`src/hdl/asrs_pkg.sv`:
```
// Shared types, codes and constants for the acked sequence ring store.
`default_nettype none
package asrs_pkg;

  // Default build sizes.
  localparam int SLOTS_MAX_DEF    = 1024;
  localparam int PAYLOAD_BITS_DEF = 32;
  localparam int PEEK_MAX_DEF     = 64;

  // Fixed field widths.
  localparam int SEQ_W  = 32;
  localparam int WORD_W = 32;
  localparam int CFG_W  = 11;
  localparam int ACT_W  = 2;
  localparam int CNT_W  = 7;
  localparam int STAT_W = 2;
  localparam int PEND_W = 11;

  // Action codes on the input port.
  localparam logic [ACT_W-1:0] ACT_PUSH = 2'd0;
  localparam logic [ACT_W-1:0] ACT_ACK  = 2'd1;
  localparam logic [ACT_W-1:0] ACT_PEEK = 2'd2;

  // Classified command passed from the front end to the back end.
  typedef enum logic [1:0] {
    OP_PUSH,
    OP_ACK,
    OP_PEEK,
    OP_BAD_COUNT
  } op_t;

  // Result status codes.
  typedef enum logic [STAT_W-1:0] {
    ST_OK          = 2'd0,
    ST_ACK_IGNORED = 2'd1,
    ST_NONE_FOUND  = 2'd2,
    ST_BAD_COUNT   = 2'd3
  } status_t;

  typedef struct packed {
    op_t               op;
    logic [WORD_W-1:0] payload;
    logic [SEQ_W-1:0]  ack_seq;
    logic [CNT_W-1:0]  count;
  } cmd_t;

  // Back end sequencer states.
  typedef enum logic [3:0] {
    B_IDLE,
    B_RESYNC,
    B_EXEC,
    B_FIRST,
    B_PEND,
    B_REPORT,
    B_DIV,
    B_WALK_RD,
    B_WALK_CK
  } back_state_t;

endpackage
`default_nettype wire

```
`src/hdl/asrs_front.sv`:
```
// Front end: takes items, classifies them and queues the commands.
`default_nettype none
module asrs_front #(
  parameter int PEEK_MAX = asrs_pkg::PEEK_MAX_DEF
) (
  input  wire logic                        clk,
  input  wire logic                        rst,
  input  wire logic                        start,
  input  wire logic [asrs_pkg::ACT_W-1:0]  action,
  input  wire logic [asrs_pkg::WORD_W-1:0] record_payload,
  input  wire logic [asrs_pkg::SEQ_W-1:0]  ack_seq,
  input  wire logic [asrs_pkg::CNT_W-1:0]  max_count,
  input  wire logic                        resync,
  output logic                             busy,
  output logic                             cmd_valid,
  output asrs_pkg::cmd_t                   cmd,
  input  wire logic                        cmd_pop
);
  import asrs_pkg::*;

  localparam int QDEPTH = 2;
  localparam logic [CNT_W-1:0] COUNT_CAP = CNT_W'(PEEK_MAX);

  cmd_t       queue_mem [QDEPTH];
  logic [1:0] fill;
  logic       wr_ptr;
  logic       rd_ptr;
  logic       accept;
  logic       keep;
  logic       push_en;
  cmd_t       new_cmd;

  // The queue is full, or the slot pointer is being rebuilt after a capacity change.
  assign busy    = (fill == 2'(QDEPTH)) || resync;
  assign accept  = start && !busy;
  assign push_en = accept && keep;

  // Classify the item; an unused action is dropped here.
  always_comb begin
    new_cmd.payload = record_payload;
    new_cmd.ack_seq = ack_seq;
    new_cmd.count   = (max_count > COUNT_CAP) ? COUNT_CAP : max_count;
    new_cmd.op      = OP_PUSH;
    keep            = 1'b1;
    unique case (action)
      ACT_PUSH: new_cmd.op = OP_PUSH;
      ACT_ACK:  new_cmd.op = OP_ACK;
      ACT_PEEK: new_cmd.op = (max_count == '0) ? OP_BAD_COUNT : OP_PEEK;
      default:  keep = 1'b0;
    endcase
  end

  // Queue pointers and fill level.
  always_ff @(posedge clk) begin
    if (rst) begin
      fill   <= '0;
      wr_ptr <= 1'b0;
      rd_ptr <= 1'b0;
    end else begin
      if (push_en) begin
        wr_ptr <= ~wr_ptr;
      end
      if (cmd_pop) begin
        rd_ptr <= ~rd_ptr;
      end
      case ({push_en, cmd_pop})
        2'b10:   fill <= fill + 1'b1;
        2'b01:   fill <= fill - 1'b1;
        default: fill <= fill;
      endcase
    end
  end

  // Queue storage.
  always_ff @(posedge clk) begin
    if (push_en) begin
      queue_mem[wr_ptr] <= new_cmd;
    end
  end

  assign cmd_valid = (fill != '0);
  assign cmd       = queue_mem[rd_ptr];

  a_pop_needs_entry: assert property (@(posedge clk) disable iff (rst)
    cmd_pop |-> cmd_valid)
    else $error("command popped from an empty queue");

  a_fill_bound: assert property (@(posedge clk) disable iff (rst)
    fill <= 2'(QDEPTH))
    else $error("command queue overfilled");

endmodule
`default_nettype wire

```
`config.mk`:
```
export PLATFORM = sky130hd
export DESIGN_NAME = asrs_front
export DESIGN_NICKNAME = d
export VERILOG_FILES = /design/src/hdl/asrs_pkg.sv /design/src/hdl/asrs_front.sv
export SDC_FILE = /design/constraint.sdc
export NUM_CORES = 1
export LEC_CHECK = 0
export BUFFER_PORTS_ARGS = -buffer_cell sky130_fd_sc_hd__buf_2
export CELL_PAD_IN_SITES_DETAIL_PLACEMENT = 1
export CELL_PAD_IN_SITES_GLOBAL_PLACEMENT = 1
export CORE_MARGIN = 5
export CORE_UTILIZATION = 39
export CTS_CLUSTER_SIZE = 25
export DETAILED_ROUTE_END_ITERATION = 8
export GPL_ROUTABILITY_DRIVEN = 0
export MAX_ROUTING_LAYER = met4
export PLACE_DENSITY_LB_ADDON = 0.1
export SYNTH_ARGS = -nofsm -noshare
export SYNTH_HDL_FRONTEND = slang
export SYNTH_SLANG_ARGS = --single-unit
```
`constraint.sdc`:
```
create_clock -name clk -period 5.27 [get_ports clk]
set_input_delay 1.054 -clock clk [delete_from_list [all_inputs] [get_ports clk]]
set_output_delay 1.054 -clock clk [all_outputs]
set_load 0.02 [all_outputs]
```
==> summary.txt <==
Outcome
  • Status: finished clean

GRT
  • M3 GR Usage: 4.50%
  • Met2 Usage GRT: 22.2%
  • Met1 usage: 17.1%
  • Busiest grt layer: met2
  • Initial antenna violation count: 0
  • Global-route wire length before repair: 16,900 um
  • Gr usage total: 14.3%
  • Grt total ovfl: 0
  • Pin count of the biggest net entering global routing: 74
  • Number of global-route vias before repair: 3,155

Logic synthesis
  • Synthesized area: 5590 sq um
  • YS warnings: 0
  • Avg Cell Area, Syn: 20.8 sq um
  • Mapped Cells: 269
  • Synth Net Count: 351
  • Synth Register Bits: 151
  • Seq/Total Area, Yosys: 80.2%
  • Netlist cell types: 22
  • Synth top area cells: edfxtp_1 (78%), mux2_2 (11%), mux2_1 (3.2%), dfxtp_1 (1.8%), ha_1 (0.90%)
  • Post-synth top area share: 78.4%
  • Area leader, netlist: edfxtp_1

STA
  • Worst clock skew: 3.91 ps
  • Setup TNS Final: 0 ps
  • Final Setup Violations: 0
  • Hold Violations, Final: 0
  • Worst Hold Slack: 510 ps
  • RSZ-0062 raised after global routing: no
  • F_max: 321 MHz
  • Slew HR: 33.1%
  • Final Max Slew Viols: 0
  • Tightest Pin Transition: 1000 ps
  • Period minus WS final: 3110 ps
  • Fin crit share: 59.1%

Critical path
  • Worst setup SP type: flip-flop
  • Reg2Reg Setup Slack: 3050 ps
  • Worst Path Max Fanout: 73
  • Worst-path cell chain: mux2_2 > buf_2
  • CP max stage delay: 1020 ps
  • CP arrival: 2060 ps
  • Critical path endpoint category: primary output
  • Data required time of the critical path: 4220 ps
  • CP max stage cell: dfxtp_4
  • Reg2reg start: fill[0]
  • Reg-to-reg endpoint: queue_mem[0][46]
  • CP Class: flip-flop to primary output
  • R2R depth: 4

Die
  • Core Box Area: 14,000 sq um
  • Die Y: 130 um
  • Top-level I/O count: 153
  • Row cnt: 43
  • Initial Util: 40.0%
  • DIE AREA: 16,800 sq um
  • Die Wd: 130 um

Layout
  • Area grow syn2layout: 28.0%
  • Design area: 7160 sq um
  • Fraction of layout cells with a size suffix above 1: 54.8%
  • N_diodes: 0
  • Final Net Count: 516

Power
  • VDD IR max: 0.177 mV
  • Psw: 0.627 mW
  • Clock network power share: 42.0%
  • Power share of the sequential group: 48.5%
  • Static leakage: 2.66 nW
  • Net Sw Frac: 21.7%
  • Internal power: 2.26 mW
  • Pwr Density: 404 nW/um^2
  • Logic pwr share: 9.5%

Placement
  • DP Area: 6570 sq um
  • IO Port Bufs: 152
  • Detailed Place HPWL: 7400 um

CTS
  • H-tree Lvls: 4
  • CTS Sinks: 151
  • Max clock buf depth: 2
  • Clock transition at path regs: 60 ps
  • Root buffer cell: clkbuf_16
  • Total CTS buffers: 17
  • Post-CTS setup-driven buffer insertion count: 0
  • Worst-Skew Late Latency: 410 ps
  • Hold-fix buffers, CTS: 0
  • CTS tree: done
  • Post-CTS sizing: 0

Drt
  • DRC viols: 0
  • Initial drt markers: 143
  • Drt via density: 4.71
  • Number of routed nets with antenna violations: 0
  • Routed len/inst: 18.2 um
  • DR pass1 iterations: 6
  • Routed wire length: 11,400 um
  • Vias after detailed routing: 2,945

Min path
  • Hold Path Class: flip-flop to flip-flop
  • Hold Path Depth: 2
  • Worst Hold End: fill[1]
  • Hold_sp: fill[1]

Job
  • MaxCap Viol Count: 0
-- worst max-delay path: cells and delay by family, from the launching register on --
family | cells | cell delay, ps
buf+inv | 1 | 160
flops | 1 | 1020
mux | 1 | 440
-- sequential cells by signal (all words and copies together), names as in the netlist, named ones only --
register and count:
wr_ptr 1, fill 2, queue_mem 146, rd_ptr 1
-- Yosys cell counts (all sizes together) --
| library cell | n |
|---|---|
| nor2 | 5 |
| or3 | 2 |
| nor4b | 1 |
| xnor2 | 2 |
| dfxtp | 5 |
| or4 | 1 |
| a21oi | 3 |
| inv | 4 |
| edfxtp | 146 |
| clkbuf | 1 |
| nand2b | 1 |
| ha | 4 |
| nor2b | 7 |
| or2 | 2 |
| buf | 8 |
| o31ai | 1 |
| o21ai | 1 |
| nor4 | 1 |
| mux2 | 73 |
| xor2 | 1 |
-- cells by family after synthesis --
kind of cell    after synthesis  share of synthesized area [%]
buf+inv                      13                           1.05
mux                          73                           14.7
flops                       151                           80.2
simple gates                 20                           2.19
xor+xnor                      3                          0.470
compound gates                5                          0.492
fa+ha+maj                     4                          0.895
-- power by group through the flow --
stage          Combinational, mW  Clock, mW  Sequential (mW)
2_1_floorplan              0.186          0             1.40
3_3_place_gp               0.277          0             1.43
3_5_place_dp               0.280          0             1.43
4_1_cts                    0.282       1.24             1.40
5_1_grt                    0.297       1.30             1.41
6_report                   0.275       1.21             1.40
-- final cells by class --
type,count,area (sq um)
inverter,4,16.3
tap,180,225
multi-input combinational,105,1060
fill,1353,6830
sequential,151,4490
timing repair buffer,155,783
clock inverter,12,160
clock buffer,18,429
-- through the flow --
stage	instances	power, mW	setup WS, ps	utilization [%]
2_1_floorplan	269	1.59	0.455	-
3_5_place_dp	595	1.71	2040	47.0
3_3_place_gp	595	1.70	2060	47.0
6_report	625	2.89	2160	51.2
4_1_cts	625	2.93	2070	51.2
5_1_grt	625	3.01	2030	51.2
-- cell usage in the layout (no fill, tap or decap), drive strengths merged, types with 3 or more instances in the layout --
master  count
buf       155
edfxtp    146
dfxtp       5
nor2b       7
inv         3
ha          4
a21oi       3
nor2        5
mux2       73
clkbuf     18
bufinv      4
clkinv      7
-- routing by layer --
metal,routed length (um),vias to the layer above,part of all wire (%)
met2,5740,99,50
met5,0,-,0
met4,210,0,1.8
li1,-,1377,-
met3,692,19,6.1
met1,4760,1450,42
-- worst max path at each step --
stage	startpoint	to	slack, ps	depth (start not counted)
2_1_floorplan	action[0]	queue_mem[1][0]	0.5	4
3_3_place_gp	action[0]	queue_mem[0][21]	2060	6
6_report	flip-flop	cmd[21]	2160	2
5_1_grt	flip-flop	cmd[17]	2030	2
3_5_place_dp	action[0]	queue_mem[1][11]	2040	6
4_1_cts	flip-flop	cmd[30]	2070	2
No activity file was read; power rests on OpenSTA's default activity.
